**src/hdl/annexb_pkg.sv**
```systemverilog
package annexb_pkg;

    localparam int unsigned WIN_DEPTH = 5;
    localparam int unsigned FILL_W    = $clog2(WIN_DEPTH + 1);

    localparam logic [2:0] CLASS_OTHER   = 3'd0;
    localparam logic [2:0] CLASS_PARAM   = 3'd1;
    localparam logic [2:0] CLASS_SEI     = 3'd2;
    localparam logic [2:0] CLASS_KEY     = 3'd3;
    localparam logic [2:0] CLASS_NON_KEY = 3'd4;

    localparam logic MODE_H264 = 1'b0;
    localparam logic MODE_H265 = 1'b1;

    localparam logic [7:0] H264_SPS     = 8'h67;
    localparam logic [7:0] H264_PPS     = 8'h68;
    localparam logic [7:0] H264_SEI     = 8'h06;
    localparam logic [7:0] H264_IDR     = 8'h65;
    localparam logic [7:0] H264_NON_IDR = 8'h61;

    localparam logic [7:0] H265_VPS     = 8'h40;
    localparam logic [7:0] H265_SPS     = 8'h42;
    localparam logic [7:0] H265_PPS     = 8'h44;
    localparam logic [7:0] H265_SEI     = 8'h4e;
    localparam logic [7:0] H265_IDR     = 8'h26;
    localparam logic [7:0] H265_TRAIL   = 8'h02;

    localparam logic [7:0] CODE_ZERO = 8'h00;
    localparam logic [7:0] CODE_ONE  = 8'h01;

    typedef struct packed {
        logic       full;
        logic       start;
        logic [7:0] oldest_byte;
        logic [7:0] header_byte;
    } win_status_t;

    function automatic logic [2:0] classify(input logic [7:0] hdr, input logic mode);
        logic [2:0] cls;
        cls = CLASS_OTHER;
        if (mode == MODE_H265)
        begin
            case (hdr) inside
                H265_VPS, H265_SPS, H265_PPS: cls = CLASS_PARAM;
                H265_SEI:                     cls = CLASS_SEI;
                H265_IDR:                     cls = CLASS_KEY;
                H265_TRAIL:                   cls = CLASS_NON_KEY;
                default:                      cls = CLASS_OTHER;
            endcase
        end
        else
        begin
            case (hdr) inside
                H264_SPS, H264_PPS: cls = CLASS_PARAM;
                H264_SEI:           cls = CLASS_SEI;
                H264_IDR:           cls = CLASS_KEY;
                H264_NON_IDR:       cls = CLASS_NON_KEY;
                default:            cls = CLASS_OTHER;
            endcase
        end
        return cls;
    endfunction

endpackage

```
**src/hdl/annexb_in_if.sv**
```systemverilog
interface annexb_in_if;
    logic       valid;
    logic       ready;
    logic [7:0] in_byte;

    modport source (output valid, output in_byte, input ready);
    modport sink (input valid, input in_byte, output ready);
endinterface

```
**src/hdl/annexb_out_if.sv**
```systemverilog
interface annexb_out_if;
    logic       valid;
    logic       ready;
    logic [7:0] out_byte;
    logic       unit_start;
    logic [2:0] unit_class;
    logic [7:0] header_byte;

    modport source (
        output valid, output out_byte, output unit_start, output unit_class,
        output header_byte, input ready
    );
    modport sink (
        input valid, input out_byte, input unit_start, input unit_class,
        input header_byte, output ready
    );
endinterface

```
**src/hdl/annexb_window.sv**
```systemverilog
module annexb_window (
    input  logic                    clk,
    input  logic                    rst_n,
    input  logic                    shift_en,
    input  logic [7:0]              in_byte,
    input  logic                    codec_mode,
    output annexb_pkg::win_status_t status
);
    import annexb_pkg::*;

    logic [7:0]        win_reg [WIN_DEPTH];
    logic [FILL_W-1:0] fill_reg;
    logic [FILL_W-1:0] fill_next;
    logic              full;

    assign full = (fill_reg == FILL_W'(WIN_DEPTH));

    // Shifting in at the young end during the fill leaves the bytes in arrival
    // order once the window is full, so one shift path serves both phases.
    always_ff @(posedge clk or negedge rst_n)
    begin
        if (!rst_n)
        begin
            for (int i = 0; i < WIN_DEPTH; i++)
            begin
                win_reg[i] <= CODE_ZERO;
            end
        end
        else if (shift_en)
        begin
            for (int i = 0; i < WIN_DEPTH - 1; i++)
            begin
                win_reg[i] <= win_reg[i+1];
            end
            win_reg[WIN_DEPTH-1] <= in_byte;
        end
    end

    always_comb
    begin
        fill_next = fill_reg;
        if (shift_en && !full)
        begin
            fill_next = fill_reg + FILL_W'(1);
        end
    end

    always_ff @(posedge clk or negedge rst_n)
    begin
        if (!rst_n)
        begin
            fill_reg <= '0;
        end
        else
        begin
            fill_reg <= fill_next;
        end
    end

    always_comb
    begin
        status.full        = full;
        status.oldest_byte = win_reg[0];
        status.header_byte = win_reg[4];
        status.start       = full && (win_reg[0] == CODE_ZERO) && (win_reg[1] == CODE_ZERO)
                             && (win_reg[2] == CODE_ZERO) && (win_reg[3] == CODE_ONE)
                             && ((codec_mode == MODE_H264) || (in_byte == CODE_ONE));
    end

endmodule

```
**src/hdl/annexb_nal_unit_splitter.sv**
```systemverilog
// Channel   Dir   Payload                                          Handshake
// in_ch     in    in_byte                                          valid/ready
// out_ch    out   out_byte, unit_start, unit_class, header_byte    valid/ready
// cfg       in    cfg_wdata (codec_mode)                           cfg_we
//
// One byte is taken per clock while no result is stalled; a result is registered
// in the output register as the byte that releases it is taken, five bytes behind the stream.
// The first five bytes after reset only fill the window and give no result.
// Reset is asynchronous and active low, and clears the window and unit state.
// The input stalls only while a result waits in the output register and the
// sink is not ready.
module annexb_nal_unit_splitter (
    input  logic clk,
    input  logic rst_n,
    input  logic cfg_we,
    input  logic cfg_wdata,
    annexb_in_if.sink    in_ch,
    annexb_out_if.source out_ch
);
    import annexb_pkg::*;

    win_status_t win;
    logic        accept;
    logic        emit;

    logic        codec_mode_reg;
    logic        inside_reg;
    logic        inside_next;
    logic [2:0]  class_reg;
    logic [2:0]  class_next;
    logic [7:0]  header_reg;
    logic [7:0]  header_next;

    logic        out_valid_reg;
    logic        out_valid_next;
    logic [7:0]  out_byte_reg;
    logic        out_start_reg;
    logic [2:0]  out_class_reg;
    logic [7:0]  out_header_reg;

    assign in_ch.ready = !out_valid_reg || out_ch.ready;
    assign accept      = in_ch.valid && in_ch.ready;

    annexb_window u_window (
        .clk        (clk),
        .rst_n      (rst_n),
        .shift_en   (accept),
        .in_byte    (in_ch.in_byte),
        .codec_mode (codec_mode_reg),
        .status     (win)
    );

    always_ff @(posedge clk or negedge rst_n)
    begin
        if (!rst_n)
        begin
            codec_mode_reg <= MODE_H264;
        end
        else if (cfg_we)
        begin
            codec_mode_reg <= cfg_wdata;
        end
    end

    always_comb
    begin
        inside_next = inside_reg;
        class_next  = class_reg;
        header_next = header_reg;
        if (accept && win.start)
        begin
            inside_next = 1'b1;
            header_next = win.header_byte;
            class_next  = classify(win.header_byte, codec_mode_reg);
        end
    end

    assign emit = accept && win.full && inside_next;

    always_comb
    begin
        out_valid_next = out_valid_reg;
        if (emit)
        begin
            out_valid_next = 1'b1;
        end
        else if (out_ch.ready)
        begin
            out_valid_next = 1'b0;
        end
    end

    always_ff @(posedge clk or negedge rst_n)
    begin
        if (!rst_n)
        begin
            inside_reg    <= 1'b0;
            class_reg     <= CLASS_OTHER;
            header_reg    <= CODE_ZERO;
            out_valid_reg <= 1'b0;
        end
        else
        begin
            inside_reg    <= inside_next;
            class_reg     <= class_next;
            header_reg    <= header_next;
            out_valid_reg <= out_valid_next;
        end
    end

    always_ff @(posedge clk)
    begin
        if (emit)
        begin
            out_byte_reg   <= win.oldest_byte;
            out_start_reg  <= win.start;
            out_class_reg  <= class_next;
            out_header_reg <= header_next;
        end
    end

    assign out_ch.valid       = out_valid_reg;
    assign out_ch.out_byte    = out_byte_reg;
    assign out_ch.unit_start  = out_start_reg;
    assign out_ch.unit_class  = out_class_reg;
    assign out_ch.header_byte = out_header_reg;

    // Nothing leaves the block before the first start code has been seen.
    a_no_result_before_unit: assert property (@(posedge clk) disable iff (!rst_n)
        !inside_reg |-> !out_valid_reg)
        else $error("result present before the first start code");

    // A unit always opens on the first zero byte of its start code.
    a_start_on_zero: assert property (@(posedge clk) disable iff (!rst_n)
        (out_valid_reg && out_start_reg) |-> (out_byte_reg == CODE_ZERO))
        else $error("unit start flagged on a non-zero byte");

    // The header carried by a unit's first byte is the one held for the unit.
    a_header_held: assert property (@(posedge clk) disable iff (!rst_n)
        (out_valid_reg && out_start_reg) |-> (out_header_reg == header_reg))
        else $error("unit header differs from the held header");

    // A pending result that is not taken blocks further input.
    a_stall_blocks_input: assert property (@(posedge clk) disable iff (!rst_n)
        (out_valid_reg && !out_ch.ready) |-> !accept)
        else $error("item accepted while a result is stalled");

    // A result that was stalled is still there on the next edge.
    a_stalled_result_kept: assert property (@(posedge clk) disable iff (!rst_n)
        (out_valid_reg && !out_ch.ready) |=> out_valid_reg)
        else $error("stalled result lost");

endmodule

```
**src/flat_wrapper.sv**
```systemverilog
// flat-port wrapper written by rule: the top's interface ports become plain ports
module annexb_nal_unit_splitter_flat import annexb_pkg::*;
  (clk, rst_n, cfg_we, cfg_wdata, in_ch_valid, in_ch_in_byte, in_ch_ready, out_ch_valid, out_ch_out_byte, out_ch_unit_start, out_ch_unit_class, out_ch_header_byte, out_ch_ready);
  annexb_in_if in_ch_i ();
  annexb_out_if out_ch_i ();
  input  logic clk;
  input  logic rst_n;
  input  logic cfg_we;
  input  logic cfg_wdata;
  input wire logic [$bits(in_ch_i.valid)-1:0] in_ch_valid;
  input wire logic [$bits(in_ch_i.in_byte)-1:0] in_ch_in_byte;
  output wire logic [$bits(in_ch_i.ready)-1:0] in_ch_ready;
  output wire logic [$bits(out_ch_i.valid)-1:0] out_ch_valid;
  output wire logic [$bits(out_ch_i.out_byte)-1:0] out_ch_out_byte;
  output wire logic [$bits(out_ch_i.unit_start)-1:0] out_ch_unit_start;
  output wire logic [$bits(out_ch_i.unit_class)-1:0] out_ch_unit_class;
  output wire logic [$bits(out_ch_i.header_byte)-1:0] out_ch_header_byte;
  input wire logic [$bits(out_ch_i.ready)-1:0] out_ch_ready;
  assign in_ch_i.valid = in_ch_valid;
  assign in_ch_i.in_byte = in_ch_in_byte;
  assign in_ch_ready = in_ch_i.ready;
  assign out_ch_valid = out_ch_i.valid;
  assign out_ch_out_byte = out_ch_i.out_byte;
  assign out_ch_unit_start = out_ch_i.unit_start;
  assign out_ch_unit_class = out_ch_i.unit_class;
  assign out_ch_header_byte = out_ch_i.header_byte;
  assign out_ch_i.ready = out_ch_ready;
  annexb_nal_unit_splitter u_core (.clk(clk), .rst_n(rst_n), .cfg_we(cfg_we), .cfg_wdata(cfg_wdata), .in_ch(in_ch_i), .out_ch(out_ch_i));
endmodule
```
**config.mk**
```make
export PLATFORM = sky130hd
export DESIGN_NAME = annexb_nal_unit_splitter_flat
export DESIGN_NICKNAME = d
export VERILOG_FILES = /design/src/hdl/annexb_pkg.sv /design/src/hdl/annexb_in_if.sv /design/src/hdl/annexb_out_if.sv /design/src/hdl/annexb_window.sv /design/src/hdl/annexb_nal_unit_splitter.sv /design/src/flat_wrapper.sv
export SDC_FILE = /design/constraint.sdc
export NUM_CORES = 1
export LEC_CHECK = 0
export BUFFER_PORTS_ARGS = -buffer_cell sky130_fd_sc_hd__buf_2
export CAP_MARGIN = 15
export CORE_MARGIN = 10
export CORE_UTILIZATION = 48
export DETAILED_ROUTE_END_ITERATION = 6
export PLACE_DENSITY = 0.68
export SLEW_MARGIN = 25
export SYNTH_ARGS = -nofsm -noshare
export SYNTH_HDL_FRONTEND = slang
export SYNTH_SLANG_ARGS = --single-unit
```
**constraint.sdc**
```tcl
create_clock -name clk -period 5.4 [get_ports clk]
set_clock_uncertainty 0.1 [all_clocks]
set_input_delay 1.08 -clock clk [delete_from_list [all_inputs] [get_ports clk]]
set_output_delay 1.08 -clock clk [all_outputs]
set_load 0.1 [all_outputs]
```
---- Yosys cells after proc, flatten, opt, wreduce, memory -nomap -nowiden ----
Index checks and enable logic that the tools add are counted.
operators by class
  add/sub/neg operators ................... 1
  equal/unequal tests ..................... 14
  muxes and demuxes ....................... 14
  bitwise operators ....................... 1
  reduce and logical (&&, ||, !) cells .... 20
operators with widths
  kind                                           number
  == test 8 x 7 -> 1 bit, second input constant  8
  two-way mux 3 bit                              10
  logical NOT 8 bit                              3
  == test 8 x 1 -> 1 bit, second input constant  2
  logical AND 1 bit                              10
  == test 8 x 2 -> 1 bit, second input constant  1
  == test 8 x 3 -> 1 bit, second input constant  1
  == test 8 x 6 -> 1 bit, second input constant  1
  two-way mux 8 bit                              1
  adder 3 x 1 -> 3 bit, second input constant    1
  == test 3 bit, second input constant           1
  two-way mux 1 bit                              3
  OR reduction 3 bit                             1
  logical NOT 1 bit                              2
  logical OR 1 bit                               2
  nonzero test 2 bit                             1
  OR reduction 2 bit                             1
  inverter 1 bit                                 1
word-level totals
  register bits after elaboration ......... 77
  bits of input ports ..................... 14
  output and inout port bits .............. 22
  word-level logic and storage cells ...... 65

---- Logic depth before layout (Yosys ltp) ----
  depth in word-level cells ............... 10
  gate-level depth with buffers ........... 7
  depth with buffers taken out ............ 6

---- Cells and area by module ----
Synthesis repeated with hierarchy kept, for this count alone.
unflattened totals
  cells, all modules ...................... 212
  area total of the unflattened synthesis .. 3173.0 um2
modules (own cells, without submodules)
  module                    times used  cells an instance  area an instance (um2)  sequential area each (um2)
  annexb_window             1           131                1883.1                  1076.0
  annexb_nal_unit_splitter  1           81                 1290.0                  950.9

---- Worst setup path after synthesis ----
Ideal clock, no wire load.
  kind .................................... input to register
  from .................................... input out_ch_ready
  to ...................................... register u_core.out_header_reg[0] (netlist: u_core.out_ch.header_byte[0]) (enable)
  setup time .............................. 422 ps
  arrival time ............................ 3830 ps
  required time ........................... 4878 ps
  path slack .............................. 1047 ps
  stages .................................. 3
  path buffers ............................ 0
  cells stage by stage .................... nand2b_1 -> nand2_1 -> nor3_1
between the ends
  longest elaborated chain between the ends .. 5
  elaborated cells on any way between the ends .. 6
  classes of those cells .................. 1 x mux; 5 x reduce/logical
ends and longest elaborated chain
  what                  line                             text
  start, declared       flat_wrapper.sv:18               input wire logic [$bits(out_ch_i.ready)-1:0] out_ch_ready;
  logical OR 1 bit *    annexb_nal_unit_splitter.sv:41   assign in_ch.ready = !out_valid_reg || out_ch.ready;
  logical AND 1 bit *   annexb_nal_unit_splitter.sv:42   assign accept = in_ch.valid && in_ch.ready;
  logical AND 1 bit     annexb_nal_unit_splitter.sv:70   if (accept && win.start)
  two-way mux 1 bit     annexb_nal_unit_splitter.sv:70
  logical AND 1 bit *   annexb_nal_unit_splitter.sv:78   assign emit = accept && win.full && inside_next;
  via u_core.emit       annexb_nal_unit_splitter.sv:24   logic emit;
  end signal, assigned  annexb_nal_unit_splitter.sv:118  out_header_reg <= header_next;
  end, declared         annexb_nal_unit_splitter.sv:39   logic [7:0] out_header_reg;
The timed path passes the listed nets; every way through them passes the cells marked *.
A chain may end at the register's enable or synchronous reset.

==> impl_metrics.yaml <==
critical_path:
  crit_path_cell_trace: "buf_2 -> nor4b_1 -> nand2_1 -> a2111oi_4 -> nor2_1 -> nor3_2 -> buf_4"
  rrSetupSlack_ns: 2.56
  path_max_fanout: 15
  reg2regPathDepth: 6
  critical_path.top_delay_family: "simple AND/OR/NAND/NOR gates"
  max_stage_delay_ns: 0.52
  endpoint: "u_core.out_ch.out_byte[7]$_DFFE_PP_"
  end_kind: "flop"
  r2r_start: "u_core.u_window.status[13]$_DFFE_PN0P_"
  critPathKind: "input port to flop"
  critPathBufInv: 2
  worstSetupStartpoint: "in_ch_in_byte[1]"
  crit_cells: 7
  rr_endpoint: "u_core.out_ch.out_byte[7]$_DFFE_PP_"
  cp_data_arrival_time_ns: 3.14
  crit_slowest_cell: "a2111oi_4"
  crit_required_ns: 5.34
  start_kind: "input port"
finish:
  nets: 260
  drive_gt1_frac: 0.422
  nFillCells: 532
  fin_area_um2: 3560
  largest_reg_flops: 24
  areaGrowthSynthToFinish_pct: 15.0
  num_antenna_cells: 0
synth:
  synth_top_family_by_area: "multiplexers"
  muxShareOfSynthArea: 0.188
  synthSimpleGateAreaFrac: 0.0905
  yosys_register_bits: 77
  ys_types: 38
  synth.largest_area_cell: "dfrtp_1"
  synth_xor_area_frac: 0.00283
  syn_nets: 218
  yosys-top-cells-area: "dfrtp_1 46%, edfxtp_1 19%, mux2_2 15%, mux2_4 3.9%, nor4_1 1.6%"
  synth_compound_area_frac: 0.0416
  ys_warn_count: 0
  synth_top_cell_area_share: 0.461
  synth_adder_area_share: 0.00808
  ys_seq_area_frac: 0.655
  syn_inst: 202
  syn_area_um2: 3100
  avgSynthCellArea_um2: 15.3
sta:
  rsz0062_at_grt: "no"
  drv_slew: 0
  setup_ws_ns: 2.19
  setup_viol: 0
  max_freq_mhz: 312
  period_share: 0.594
  slew_headroom: 0.394
  final.setup.tns_ns: 0
  finalHoldViolations: 0
  tightestPinTransition_ns: 0.910
  hold_ws_ns: 0.385
  period_minus_slack_ns: 3.21
floorplanning:
  floorplan.initialDensity: 0.490
  die_y_um: 100
  die_area_um2: 10100
  pin_count: 36
  core_area_um2: 6310
  rows: 29
  fp.dieW_um: 100
power_and_ir_drop:
  irDropWorstVdd_mv: 0.261
  p_leak_uw: 0.00152
  p_per_area_nw_per_um2: 465
global_route:
  grt.total_usage: 0.120
  grt_pass1_vias: 1847
  grtUsageMet1: 0.152
  grt_util_met2: 0.174
  antenna_found_initial: 0
  overflow: 0
  grtUsageMet3: 0.0570
  grt_pass1_wl_um: 9540
  grt_max_degree: 58
  top_usage_layer: "met2"
clock_tree:
  cts_tree: "yes"
  cts_setup_buffers: 0
  cts.sinks: 77
  cts_hold_buf: 0
  cts-root-buf: "clkbuf_8"
  cts_buffers: 9
  clk_latency_ns: 0.35
  clk_pin_slew_ns: 0.08
  htree_num_levels: 3
  cts.repair.resized: 0
  cts_buffer_depth: 2
drt:
  drtIter0Drc: 109
  post_drt_wl_per_cell_um: 17.7
  ant_nets: 0
  wl_um: 5760
  drt-pass1-iter-count: 4
  vias: 1797
  drc_errors: 0
  viasPerCell: 5.51
min_path:
  hp-class: "flop to flop"
status:
  run_status: "finished clean"
placed_design:
  post-place-ws_ns: 1.82
  gp_congestion: 0.809
  placed_area_um2: 3360
  portBuffers: 35
  hpwl_um: 3920
flow_run:
  max_cap_violations: 0
[worst reg2reg max path, cell delays in order (launching register included)]
cell,delay (ns)
dfrtp_1,0.40
nor4_1,0.37
nand4_1,0.23
a2111oi_4,0.47
nor2_1,0.14
nor3_2,0.49
buf_4,0.35
[cells in the mapped netlist (all sizes together)]
| cell | number |
|---|---|
| o21ai | 4 |
| nor2 | 4 |
| clkbuf | 2 |
| nand3 | 4 |
| and4 | 1 |
| a32oi | 1 |
| nor2b | 3 |
| inv | 2 |
| or3 | 1 |
| and4b | 2 |
| buf | 5 |
| o21bai | 1 |
| or2b | 1 |
| nand3b | 1 |
| xnor2 | 1 |
| and2 | 1 |
| edfxtp | 20 |
| o32ai | 1 |
| ha | 2 |
| nand4 | 2 |
| a21bo | 1 |
| nand2 | 11 |
| nor4 | 8 |
| a2111oi | 2 |
| mux2 | 49 |
| o32a | 1 |
| a31oi | 2 |
| nor4b | 2 |
| a21oi | 3 |
| nand2b | 1 |
| nor3b | 2 |
| dfrtp | 57 |
| nor3 | 4 |
[placed cells by master (no fill, tap or decap), drive strengths merged, types with 4 or more instances in the layout]
| cell type | n |
|---|---|
| buf | 38 |
| o21ai | 4 |
| nor3 | 4 |
| nand2 | 11 |
| nor2 | 4 |
| edfxtp | 20 |
| mux2 | 49 |
| nand3 | 4 |
| dfrtp | 57 |
| clkbuf | 12 |
| nor4 | 8 |
[final cells by class]
class / count / area (um^2) / area share
flip-flops and latches: 77 / 2030 / 0.569
multi-input cells: 116 / 1030 / 0.289
repair buffers: 38 / 198 / 0.0555
clock buffers: 12 / 156 / 0.0439
well taps: 77 / 96.3 / 0.0270
clock inverters: 4 / 47.5 / 0.0133
inverters: 2 / 7.51 / 0.00211
[through the flow]
stage	utilization	power (uW)	instances
after floorplan	-	1120	202
after global placement	0.532	1220	310
after detailed placement	0.532	1230	310
after CTS	0.564	1670	326
after global routing	0.564	1740	326
final	0.564	1660	326
[metal layers]
layer | vias to the layer above | part of all wire
met2 | 43 | 0.46
met3 | 7 | 0.065
li1 | 844 | -
met5 | - | 0
met1 | 903 | 0.46
met4 | 0 | 0.013
[power by group]
| group | switching, uW | total [uW] | internal (uW) | leakage, uW |
|---|---|---|---|---|
| clock | 201 | 441 | 240 | 0.000101 |
| combinational | 207 | 345 | 139 | 0.000534 |
| sequential | 126 | 870 | 744 | 0.000880 |
| total | 533 | 1660 | 1120 | 0.00152 |
[worst min-delay path by stage]
stage | depth (start not counted) | startpoint | end | slack (ns)
finish | 1 | u_core.class_reg[1]$_DFF_PN0_ | u_core.class_reg[1]$_DFF_PN0_ | 0.39
global route | 0 | u_core.u_window.status[15]$_DFFE_PN0P_ | u_core.out_ch.out_byte[7]$_DFFE_PP_ | 0.40
CTS | 1 | u_core.inside_reg$_DFF_PN0_ | u_core.inside_reg$_DFF_PN0_ | 0.38
detailed placement | 1 | u_core.inside_reg$_DFF_PN0_ | u_core.inside_reg$_DFF_PN0_ | 0.36
global placement | 0 | u_core.u_window.status[15]$_DFFE_PN0P_ | u_core.out_ch.out_byte[7]$_DFFE_PP_ | 0.36
floorplan | 1 | u_core.inside_reg$_DFF_PN0_ | u_core.inside_reg$_DFF_PN0_ | 0.33
[logic make-up (layout without fill, tap and decap cells)]
family / count (synthesis) / after routing
compound gates: 16 / 16
mux: 49 / 49
fa+ha+maj: 2 / 2
flops: 77 / 77
buf+inv: 9 / 56
xor+xnor: 1 / 1
simple gates: 48 / 48
Power figures use the tool's default switching activity.
